<file path="src/rtl/tpl_pkg.sv">
// ----------------------------------------------------------------------------
// tpl_pkg: shared types and constants for the task pool
// Word formats of both channels, action codes and the controller/datapath
// command and status groups.
// ----------------------------------------------------------------------------
package tpl_pkg;

  localparam int IDX_W = 7;   // width of any entry index or link
  localparam int HND_W = 16;  // width of the handler field on the ports
  localparam int ACT_W = 2;

  typedef enum logic [ACT_W-1:0] {
    ACT_INS_AFTER  = 2'd0,
    ACT_INS_BEFORE = 2'd1,
    ACT_REMOVE     = 2'd2,
    ACT_READ       = 2'd3
  } action_e;

  localparam logic STATUS_OK        = 1'b0;
  localparam logic STATUS_EXHAUSTED = 1'b1;

  typedef struct packed {
    logic [ACT_W-1:0] action;
    logic [IDX_W-1:0] anchor;
    logic [HND_W-1:0] handler;
  } in_word_t;

  typedef struct packed {
    logic             status;
    logic [IDX_W-1:0] index;
    logic [IDX_W-1:0] prev_index;
    logic [IDX_W-1:0] next_index;
    logic [HND_W-1:0] entry_handler;
  } out_word_t;

  // controller -> datapath
  typedef struct packed {
    logic accept;    // capture request, issue table reads
    logic wr1;       // first write phase
    logic wr2;       // second write phase (inserts only)
    logic load_out;  // move result into the output register
  } cmd_t;

  // datapath -> controller
  typedef struct packed {
    logic two_step;  // request needs the second write phase
  } status_t;

endpackage

</file>
<file path="src/rtl/tpl_ctrl.sv">
// ----------------------------------------------------------------------------
// tpl_ctrl: request sequencer for the task pool
// Walks each request through capture, one or two write phases and the
// hand-off to the output register; owns both handshakes.
// ----------------------------------------------------------------------------
module tpl_ctrl (
  input  logic              clk_i,
  input  logic              rst_ni,
  input  logic              in_valid_i,
  output logic              in_stall_o,
  output logic              out_valid_o,
  input  logic              out_stall_i,
  input  tpl_pkg::status_t  sts_i,
  output tpl_pkg::cmd_t     cmd_o
);

  typedef enum logic [3:0] {
    ST_IDLE = 4'b0001,
    ST_WR1  = 4'b0010,
    ST_WR2  = 4'b0100,
    ST_HOLD = 4'b1000
  } state_e;

  state_e state_q, state_d;
  logic   out_valid_q, out_valid_d;
  logic   out_free;

  assign out_free   = !out_valid_q || !out_stall_i;
  assign in_stall_o = (state_q != ST_IDLE);

  always_comb begin
    state_d = state_q;
    cmd_o   = '0;
    unique case (state_q)
      ST_IDLE: begin
        if (in_valid_i) begin
          cmd_o.accept = 1'b1;
          state_d      = ST_WR1;
        end
      end
      ST_WR1: begin
        cmd_o.wr1 = 1'b1;
        if (sts_i.two_step) begin
          state_d = ST_WR2;
        end else if (out_free) begin
          cmd_o.load_out = 1'b1;
          state_d        = ST_IDLE;
        end else begin
          state_d = ST_HOLD;
        end
      end
      ST_WR2: begin
        cmd_o.wr2 = 1'b1;
        if (out_free) begin
          cmd_o.load_out = 1'b1;
          state_d        = ST_IDLE;
        end else begin
          state_d = ST_HOLD;
        end
      end
      ST_HOLD: begin
        if (out_free) begin
          cmd_o.load_out = 1'b1;
          state_d        = ST_IDLE;
        end
      end
      default: state_d = ST_IDLE;
    endcase
  end

  always_comb begin
    out_valid_d = out_valid_q;
    if (cmd_o.load_out) begin
      out_valid_d = 1'b1;
    end else if (!out_stall_i) begin
      out_valid_d = 1'b0;
    end
  end

  always_ff @(posedge clk_i or negedge rst_ni) begin
    if (!rst_ni) begin
      state_q     <= ST_IDLE;
      out_valid_q <= 1'b0;
    end else begin
      state_q     <= state_d;
      out_valid_q <= out_valid_d;
    end
  end

  assign out_valid_o = out_valid_q;

endmodule

</file>
<file path="src/rtl/tpl_dp.sv">
// ----------------------------------------------------------------------------
// tpl_dp: link tables, handler table, free-index ring and result register
// Each table has one write and one registered read port; link and ring
// tables carry per-entry valid bits so unwritten entries read as reset.
// ----------------------------------------------------------------------------
module tpl_dp #(
  parameter int POOL_ENTRIES = 72,
  parameter int FREE_SLOTS   = 70,
  parameter int HANDLER_BITS = 16
) (
  input  logic               clk_i,
  input  logic               rst_ni,
  input  tpl_pkg::cmd_t      cmd_i,
  input  tpl_pkg::in_word_t  in_word_i,
  output tpl_pkg::status_t   sts_o,
  output tpl_pkg::out_word_t out_word_o
);

  localparam int IW = tpl_pkg::IDX_W;
  localparam int AW = $clog2(POOL_ENTRIES);
  localparam int SW = (FREE_SLOTS > 1) ? $clog2(FREE_SLOTS) : 1;
  localparam int HW = (HANDLER_BITS < tpl_pkg::HND_W) ? HANDLER_BITS : tpl_pkg::HND_W;
  localparam logic [IW:0]   POOL_LIM  = (IW+1)'(POOL_ENTRIES);
  localparam logic [IW-1:0] FREE_LIM  = IW'(FREE_SLOTS);
  localparam logic [SW-1:0] SLOT_LAST = SW'(FREE_SLOTS - 1);

  // out-of-range link values are treated as entry 0
  function automatic logic [IW-1:0] fix_idx(input logic [IW-1:0] v);
    return ({1'b0, v} < POOL_LIM) ? v : '0;
  endfunction

  // ---- storage ----
  logic [IW-1:0] prev_mem [POOL_ENTRIES];
  logic [IW-1:0] next_mem [POOL_ENTRIES];
  logic [HW-1:0] hnd_mem  [POOL_ENTRIES];
  logic [IW-1:0] ring_mem [FREE_SLOTS];
  logic [POOL_ENTRIES-1:0] prev_vld_q, next_vld_q;
  logic [FREE_SLOTS-1:0]   ring_vld_q;

  logic [IW-1:0] used_q, used_d;
  logic [SW-1:0] pop_q, pop_d, push_q, push_d;

  // ---- captured request and read data ----
  tpl_pkg::in_word_t req_q;
  logic              exh_q, bad_q;
  logic [AW-1:0]     rd_addr_q;
  logic [SW-1:0]     slot_q;
  logic [IW-1:0]     prev_rd_q, next_rd_q, ring_rd_q;
  logic              prev_rv_q, next_rv_q, ring_rv_q;
  logic [HW-1:0]     hnd_rd_q;

  logic [AW-1:0] rd_addr;
  logic          in_bad;
  assign in_bad  = !({1'b0, in_word_i.anchor} < POOL_LIM);
  assign rd_addr = in_bad ? '0 : in_word_i.anchor[AW-1:0];

  // ---- decoded values of the current request ----
  logic [IW-1:0] anc, prv, nxt, rng, new_idx, prv_fix, nxt_fix;
  logic [AW-1:0] anc_addr, new_addr, prv_addr, nxt_addr;
  logic          is_ins, do_writes;

  assign anc      = req_q.anchor;
  assign anc_addr = rd_addr_q;
  assign prv      = prev_rv_q ? prev_rd_q : '0;
  assign nxt      = next_rv_q ? next_rd_q : ((rd_addr_q == '0) ? IW'(1) : '0);
  assign rng      = ring_rv_q ? ring_rd_q : (IW'(slot_q) + IW'(2));
  assign new_idx  = fix_idx(rng);
  assign prv_fix  = fix_idx(prv);
  assign nxt_fix  = fix_idx(nxt);
  assign new_addr = new_idx[AW-1:0];
  assign prv_addr = prv_fix[AW-1:0];
  assign nxt_addr = nxt_fix[AW-1:0];

  assign is_ins    = (req_q.action == tpl_pkg::ACT_INS_AFTER) ||
                     (req_q.action == tpl_pkg::ACT_INS_BEFORE);
  assign do_writes = !bad_q && (is_ins ? !exh_q : (req_q.action == tpl_pkg::ACT_REMOVE));
  assign sts_o.two_step = do_writes && is_ins;

  // ---- write port selection ----
  logic          prev_we, next_we, hnd_we, ring_we;
  logic [AW-1:0] prev_wa, next_wa;
  logic [IW-1:0] prev_wd, next_wd;

  always_comb begin
    prev_we = 1'b0;
    prev_wa = '0;
    prev_wd = '0;
    next_we = 1'b0;
    next_wa = '0;
    next_wd = '0;
    hnd_we  = 1'b0;
    ring_we = 1'b0;
    if (cmd_i.wr1 && do_writes) begin
      case (req_q.action)
        tpl_pkg::ACT_INS_AFTER: begin
          prev_we = 1'b1; prev_wa = new_addr; prev_wd = anc;
          next_we = 1'b1; next_wa = new_addr; next_wd = nxt;
          hnd_we  = 1'b1;
        end
        tpl_pkg::ACT_INS_BEFORE: begin
          prev_we = 1'b1; prev_wa = new_addr; prev_wd = prv;
          next_we = 1'b1; next_wa = new_addr; next_wd = anc;
          hnd_we  = 1'b1;
        end
        tpl_pkg::ACT_REMOVE: begin
          next_we = 1'b1; next_wa = prv_addr; next_wd = nxt;
          prev_we = 1'b1; prev_wa = nxt_addr; prev_wd = prv;
          ring_we = 1'b1;
        end
        default: ;
      endcase
    end else if (cmd_i.wr2 && do_writes) begin
      case (req_q.action)
        tpl_pkg::ACT_INS_AFTER: begin
          prev_we = 1'b1; prev_wa = nxt_addr; prev_wd = new_idx;
          next_we = 1'b1; next_wa = anc_addr; next_wd = new_idx;
        end
        tpl_pkg::ACT_INS_BEFORE: begin
          next_we = 1'b1; next_wa = prv_addr; next_wd = new_idx;
          prev_we = 1'b1; prev_wa = anc_addr; prev_wd = new_idx;
        end
        default: ;
      endcase
    end
  end

  // ---- pointers and fill count ----
  always_comb begin
    used_d = used_q;
    pop_d  = pop_q;
    push_d = push_q;
    if (cmd_i.wr1 && do_writes) begin
      if (is_ins) begin
        used_d = used_q + IW'(1);
        pop_d  = (pop_q == SLOT_LAST) ? '0 : pop_q + SW'(1);
      end else begin
        used_d = used_q - IW'(1);
        push_d = (push_q == SLOT_LAST) ? '0 : push_q + SW'(1);
      end
    end
  end

  always_ff @(posedge clk_i or negedge rst_ni) begin
    if (!rst_ni) begin
      used_q     <= '0;
      pop_q      <= '0;
      push_q     <= '0;
      prev_vld_q <= '0;
      next_vld_q <= '0;
      ring_vld_q <= '0;
    end else begin
      used_q <= used_d;
      pop_q  <= pop_d;
      push_q <= push_d;
      if (prev_we) prev_vld_q[prev_wa] <= 1'b1;
      if (next_we) next_vld_q[next_wa] <= 1'b1;
      if (ring_we) ring_vld_q[push_q]  <= 1'b1;
    end
  end

  // ---- tables: one write, one registered read each ----
  always_ff @(posedge clk_i) begin
    if (prev_we) prev_mem[prev_wa] <= prev_wd;
    if (next_we) next_mem[next_wa] <= next_wd;
    if (hnd_we)  hnd_mem[new_addr] <= req_q.handler[HW-1:0];
    if (ring_we) ring_mem[push_q]  <= anc;
    if (cmd_i.accept) begin
      prev_rd_q <= prev_mem[rd_addr];
      next_rd_q <= next_mem[rd_addr];
      hnd_rd_q  <= hnd_mem[rd_addr];
      ring_rd_q <= ring_mem[pop_q];
      prev_rv_q <= prev_vld_q[rd_addr];
      next_rv_q <= next_vld_q[rd_addr];
      ring_rv_q <= ring_vld_q[pop_q];
      req_q     <= in_word_i;
      exh_q     <= (used_q >= FREE_LIM);
      bad_q     <= in_bad;
      rd_addr_q <= rd_addr;
      slot_q    <= pop_q;
    end
  end

  // ---- result ----
  tpl_pkg::out_word_t res;
  tpl_pkg::out_word_t out_q;

  always_comb begin
    res = '0;
    if (bad_q) begin
      res.status = tpl_pkg::STATUS_OK;
      res.index  = anc;
    end else if (is_ins && exh_q) begin
      res.status = tpl_pkg::STATUS_EXHAUSTED;
    end else if (is_ins) begin
      res.status        = tpl_pkg::STATUS_OK;
      res.index         = new_idx;
      res.entry_handler = tpl_pkg::HND_W'(req_q.handler[HW-1:0]);
      if (req_q.action == tpl_pkg::ACT_INS_AFTER) begin
        res.prev_index = (nxt_fix == new_idx) ? new_idx : anc;
        res.next_index = (anc == new_idx) ? new_idx : nxt;
      end else begin
        res.prev_index = (anc == new_idx) ? new_idx : prv;
        res.next_index = (prv_fix == new_idx) ? new_idx : anc;
      end
    end else begin
      // remove and read both report the anchor's links as they were
      res.status        = tpl_pkg::STATUS_OK;
      res.index         = anc;
      res.prev_index    = prv;
      res.next_index    = nxt;
      res.entry_handler = tpl_pkg::HND_W'(hnd_rd_q);
    end
  end

  always_ff @(posedge clk_i) begin
    if (cmd_i.load_out) out_q <= res;
  end

  assign out_word_o = out_q;

endmodule

</file>
<file path="src/rtl/task_pool_linked_list.sv">
// ----------------------------------------------------------------------------
// task_pool_linked_list: task entry pool with free ring and linked list
// Allocates entries from a free-index ring and keeps them on a doubly
// linked list; inserts, removes and reads one request at a time.
// ----------------------------------------------------------------------------
// Usage: one request word in, one result word out, in order. An insert
// passes a read phase, then two write phases (each link table has a
// single write port and an insert rewrites two entries in each). Remove,
// read, an exhausted insert and an out-of-range anchor take the read
// phase and the first write phase only. The input is stalled while a
// request is in progress; a finished result sits in the output register,
// and the next request is taken while it waits, but a second result
// holds the block until the first one leaves. No clearing pass after
// reset: reset values come from per-entry valid bits. Handler values of
// entries never inserted read as garbage; remove indices are not checked.
// ----------------------------------------------------------------------------
module task_pool_linked_list #(
  parameter int POOL_ENTRIES = 72,
  parameter int FREE_SLOTS   = 70,
  parameter int HANDLER_BITS = 16
) (
  input  logic               clk_i,
  input  logic               rst_ni,
  input  logic               in_valid_i,
  output logic               in_stall_o,
  input  tpl_pkg::in_word_t  in_word_i,
  output logic               out_valid_o,
  input  logic               out_stall_i,
  output tpl_pkg::out_word_t out_word_o
);

  tpl_pkg::cmd_t    cmd;
  tpl_pkg::status_t sts;

  // sequencer: handshakes and phase control
  tpl_ctrl u_ctrl (
    .clk_i       (clk_i),
    .rst_ni      (rst_ni),
    .in_valid_i  (in_valid_i),
    .in_stall_o  (in_stall_o),
    .out_valid_o (out_valid_o),
    .out_stall_i (out_stall_i),
    .sts_i       (sts),
    .cmd_o       (cmd)
  );

  // tables, ring, pointers and the result register
  tpl_dp #(
    .POOL_ENTRIES (POOL_ENTRIES),
    .FREE_SLOTS   (FREE_SLOTS),
    .HANDLER_BITS (HANDLER_BITS)
  ) u_dp (
    .clk_i      (clk_i),
    .rst_ni     (rst_ni),
    .cmd_i      (cmd),
    .in_word_i  (in_word_i),
    .sts_o      (sts),
    .out_word_o (out_word_o)
  );

  // busy right after taking a word
  assert property (@(posedge clk_i) disable iff (!rst_ni)
    (in_valid_i && !in_stall_o) |=> in_stall_o)
    else $error("input not stalled after accept");

  // first write phase follows capture directly
  assert property (@(posedge clk_i) disable iff (!rst_ni)
    cmd.wr1 |-> $past(cmd.accept))
    else $error("write phase without captured request");

  // second write phase only after the first
  assert property (@(posedge clk_i) disable iff (!rst_ni)
    cmd.wr2 |-> $past(cmd.wr1))
    else $error("second write phase out of order");

  // a pending result is never overwritten
  assert property (@(posedge clk_i) disable iff (!rst_ni)
    cmd.load_out |-> (!out_valid_o || !out_stall_i))
    else $error("result register overwritten while stalled");

endmodule

</file>
<file path="config.mk">
export PLATFORM = sky130hd
export DESIGN_NAME = task_pool_linked_list
export DESIGN_NICKNAME = d
export VERILOG_FILES = /design/src/rtl/tpl_pkg.sv /design/src/rtl/tpl_ctrl.sv /design/src/rtl/tpl_dp.sv /design/src/rtl/task_pool_linked_list.sv
export SDC_FILE = /design/constraint.sdc
export NUM_CORES = 2
export LEC_CHECK = 0
export BUFFER_PORTS_ARGS = -buffer_cell sky130_fd_sc_hd__buf_4
export CAP_MARGIN = 15
export CORE_AREA = 10 10 468 562
export CTS_CLUSTER_DIAMETER = 60
export DETAILED_ROUTE_END_ITERATION = 7
export DIE_AREA = 0 0 478 572
export SLEW_MARGIN = 30
export SYNTH_ARGS = -nofsm -noshare
export SYNTH_HDL_FRONTEND = slang
export SYNTH_HIERARCHICAL = 1
export SYNTH_SLANG_ARGS = --single-unit
</file>
<file path="constraint.sdc">
create_clock -name clk_i -period 12.5 [get_ports clk_i]
set_input_delay 1.875 -clock clk_i [delete_from_list [all_inputs] [get_ports clk_i]]
set_output_delay 1.875 -clock clk_i [all_outputs]
set_load 0.005 [all_outputs]
</file>
==> impl_metrics.ini <==
[status]
status = completed

[setup_path]
r2r_start = u_dp/req_q[23]
path_class = primary input to flip-flop
setup.worst_path.end = u_dp/hnd_rd_q[7]
biggest_fanout_along_the_worst_timing_path = 139
timing.rr.end = u_dp/next_mem[67][6]
regToRegSetupSlack_ns = 6.70
critPathLaunchType = primary input
crit_path_start = in_word_i[20]
r2r.worst_path.cells = 10
critical_path.endpoint_type = flip-flop
worst_ep_arrival_time_ns = 7.12
critPathRequiredTime_ns = 13.23

[cts]
cts_made_buffers = 302
clock_tree.buffer_depth = 4
cts_hold_buf = 0
worstSkewPairLatency_ns = 0.92
cts-root-buf = sky130_fd_sc_hd__clkbuf_16
cts_sinks = 3009
htreeDepth = 5
cts.reportedPaths.clkPinSlew_ns = 0.06
cts_post_setup_buffers_inserted = 0
cts_tree = built
cts.repair.resized = 0

[power]
power_per_cell_area_nw_per_um2 = 174.6
vdd_ir_drop_max_v = 0.0001215
p_leak_nw = 42.46

[timing]
slew_viol_final = 0
timing.fmax_mhz = 156.6
final.period_utilization = 0.5107
totalNegativeSetupSlack_ns = 0
slew-limit-headroom = 0.3160
setup_repair_after_global_routing_missed_its_margin = no
finalHoldWorstSlack_ns = 0.4616
setup-violations-final = 0
fin_worst_skew_ns = 0.05062
report.final.hold_viol_count = 0
period_minus_slack_ns = 6.384
worst-slew-pin-transition_ns = 1.024

[floorplanning]
die_y_um = 572
initial_utilization = 0.4779
dieArea_um2 = 273400
ios = 69
core_region_area_um2 = 251500
chip_width_um = 478
placementRows = 202

[cells_and_area]
num-fill-cells = 20350
multiInputGateArea_um2 = 28710
nNetsFinal = 8070
instances_no_fill = 11630
layout.area.seq_um2 = 89170
layout-area-overhead-vs-synth_pct = 11.64
final_layout_size_suffix_gt1_frac = 0.1293

[route]
wirelength_um = 345100
wire_per_inst_um = 29.68
drt_pass1_iterations = 6
drt.antenna.violating_nets = 0
dr.first_iter.drc_count = 9630
route.detailed.drc = 0
detail_route.vias_per_cell = 6.392
detailroute.via_count = 74340

[yosys]
synth_cell_type_count = 100
synth_edf_count = 2769
synth_area_per_cell_um2 = 14.91
syn_inst = 8061
yosys_warnings = 6
part_of_the_yosys_area_used_for_sequential_elements = 0.7418
synth-async-reset-ratio = 0.07976
ys_ff_latch = 3009
synth.net_count = 8105
synth-main-ff-cell = sky130_fd_sc_hd__edfxtp_1
syn-cell-area_um2 = 120200

[global_route]
total_global_route_track_usage = 0.2445
antenna_found_initial = 15
grt.overflow.total = 0
grt_first_pass_wirelength_um = 502500
grt_pass1_vias = 72070
grt_start_max_net_pins = 152

[placement]
port_buffers = 68
post-place-cells = 11080
dp.final_hpwl_um = 195800
gpl.final_weighted_congestion = 0.9100

[hold_path]
hold_path_class = flip-flop to flip-flop
min_delay_path_depth = 1

[job]
drv_cap = 0
==> cell usage after synthesis, types with 80 or more instances <==
cell type | count | area, µm²
sky130_fd_sc_hd__nand3_1 | 454 | 2272
sky130_fd_sc_hd__mux4_2 | 175 | 3941
sky130_fd_sc_hd__clkbuf_1 | 423 | 1588
sky130_fd_sc_hd__nand2_1 | 1260 | 4730
sky130_fd_sc_hd__o22ai_1 | 95 | 594.3
sky130_fd_sc_hd__buf_2 | 100 | 500.5
sky130_fd_sc_hd__nor2_1 | 360 | 1351
sky130_fd_sc_hd__edfxtp_1 | 2769 | 83150
sky130_fd_sc_hd__nor3_1 | 80 | 400.4
sky130_fd_sc_hd__o21bai_1 | 144 | 1081
sky130_fd_sc_hd__dfrtp_1 | 239 | 5981
sky130_fd_sc_hd__a311oi_1 | 278 | 2435
sky130_fd_sc_hd__o221ai_1 | 486 | 4257
sky130_fd_sc_hd__a21oi_1 | 302 | 1511
sky130_fd_sc_hd__o21ai_0 | 112 | 560.5
sky130_fd_sc_hd__buf_1 | 96 | 360.4
==> layer usage <==
metal	vias to the layer above	wire length, µm	GRT usage
met3	714	28720	0.03615
met2	3714	164200	0.3905
met4	8	17250	0.1125
met5	-	57	0
li1	31750	-	-
met1	38150	134900	0.3336
==> cell usage in the layout (no fill, tap or decap), types with 48 or more instances in the layout <==
master	instances
sky130_fd_sc_hd__a211oi_1	56
sky130_fd_sc_hd__a21oi_1	302
sky130_fd_sc_hd__a311oi_1	277
sky130_fd_sc_hd__a31oi_1	49
sky130_fd_sc_hd__and3_1	51
sky130_fd_sc_hd__buf_4	267
sky130_fd_sc_hd__clkbuf_1	68
sky130_fd_sc_hd__clkbuf_16	309
sky130_fd_sc_hd__clkinv_1	54
sky130_fd_sc_hd__clkinv_2	51
sky130_fd_sc_hd__dfrtp_1	235
sky130_fd_sc_hd__edfxtp_1	2769
sky130_fd_sc_hd__mux2i_1	48
sky130_fd_sc_hd__mux4_2	175
sky130_fd_sc_hd__nand2_1	1255
sky130_fd_sc_hd__nand3_1	454
sky130_fd_sc_hd__nor2_1	356
sky130_fd_sc_hd__nor3_1	77
sky130_fd_sc_hd__o21ai_0	112
sky130_fd_sc_hd__o21bai_1	144
sky130_fd_sc_hd__o221ai_1	486
sky130_fd_sc_hd__o22ai_1	80
sky130_fd_sc_hd__or2_2	73
==> sequential cells by signal, summed over array words and instances (netlist names), 16 cells and up <==
name	count
u_dp/out_word_o	38
u_dp/ring_vld_q	70
u_dp/req_q	18
u_dp/hnd_rd_q	16
u_dp/prev_mem	504
u_dp/next_vld_q	72
u_dp/prev_vld_q	72
u_dp/hnd_mem	1152
u_dp/ring_mem	490
u_dp/next_mem	504
==> logic make-up (layout without fill, tap and decap cells) <==
family	after synthesis	after routing	synth area share
AOI/OAI and AO/OA	1687	1687	0.1054
xor gates and xnor gates	16	16	0.001166
adders and majority gates	15	15	0.001624
buffers and inverters	656	854	0.02207
DFF	3009	3009	0.7418
muxes	236	236	0.03813
other	0	4	0
and+or+nand+nor	2442	2442	0.08978
==> critical path: stages <==
cell	delay [ns]
sky130_fd_sc_hd__buf_4	0.28
sky130_fd_sc_hd__o31ai_4	0.37
sky130_fd_sc_hd__buf_4	0.53
sky130_fd_sc_hd__nand2_4	0.45
sky130_fd_sc_hd__inv_8	0.72
sky130_fd_sc_hd__buf_12	0.54
sky130_fd_sc_hd__buf_4	0.66
sky130_fd_sc_hd__o221ai_1	0.26
sky130_fd_sc_hd__a21oi_1	0.19
sky130_fd_sc_hd__a311oi_1	0.08
sky130_fd_sc_hd__nor4_1	0.65
sky130_fd_sc_hd__a21oi_1	0.10
sky130_fd_sc_hd__a31oi_1	0.19
==> how the worst min path moves through the flow <==
stage | to | startpoint | slack [ns]
floorplan | u_dp/slot_q[2] | u_dp/pop_q[2] | 0.42
global placement | u_dp/ring_vld_q[14] | u_dp/ring_vld_q[14] | 0.44
detailed placement | u_dp/ring_vld_q[14] | u_dp/ring_vld_q[14] | 0.45
CTS | u_dp/ring_vld_q[14] | u_dp/ring_vld_q[14] | 0.46
global route | u_dp/ring_vld_q[30] | u_dp/ring_vld_q[30] | 0.47
finish | u_dp/ring_vld_q[61] | u_dp/ring_vld_q[61] | 0.46
==> where the power goes <==
group	switching, mW	internal [mW]	total (mW)
Clock	3.77	5.05	8.82
Sequential	0.221	11.4	11.6
Combinational	2.07	0.955	3.02
Total	6.06	17.4	23.4
==> final cells by class <==
cell class / instances / area share
antenna: 4 / 0.00007460
clock buffer: 391 / 0.06096
clock inverter: 146 / 0.009865
inverter: 25 / 0.0009325
multi-input combinational: 4396 / 0.2139
sequential: 3009 / 0.6645
tap: 3366 / 0.03139
timing repair buffer: 292 / 0.01832
==> stage by stage <==
stage | utilization | worst slack [ns] | power [mW] | instance area (µm²)
after floorplan | - | 7.846 | 13.54 | 120200
after global placement | 0.4949 | 5.224 | 14.71 | 124500
after detailed placement | 0.4951 | 5.146 | 14.76 | 124500
after CTS | 0.5329 | 6.069 | 23.50 | 134000
after global routing | 0.5335 | 5.791 | 24.13 | 134200
final | 0.5336 | 6.116 | 23.42 | 134200
(Power assumes the default switching activity.)
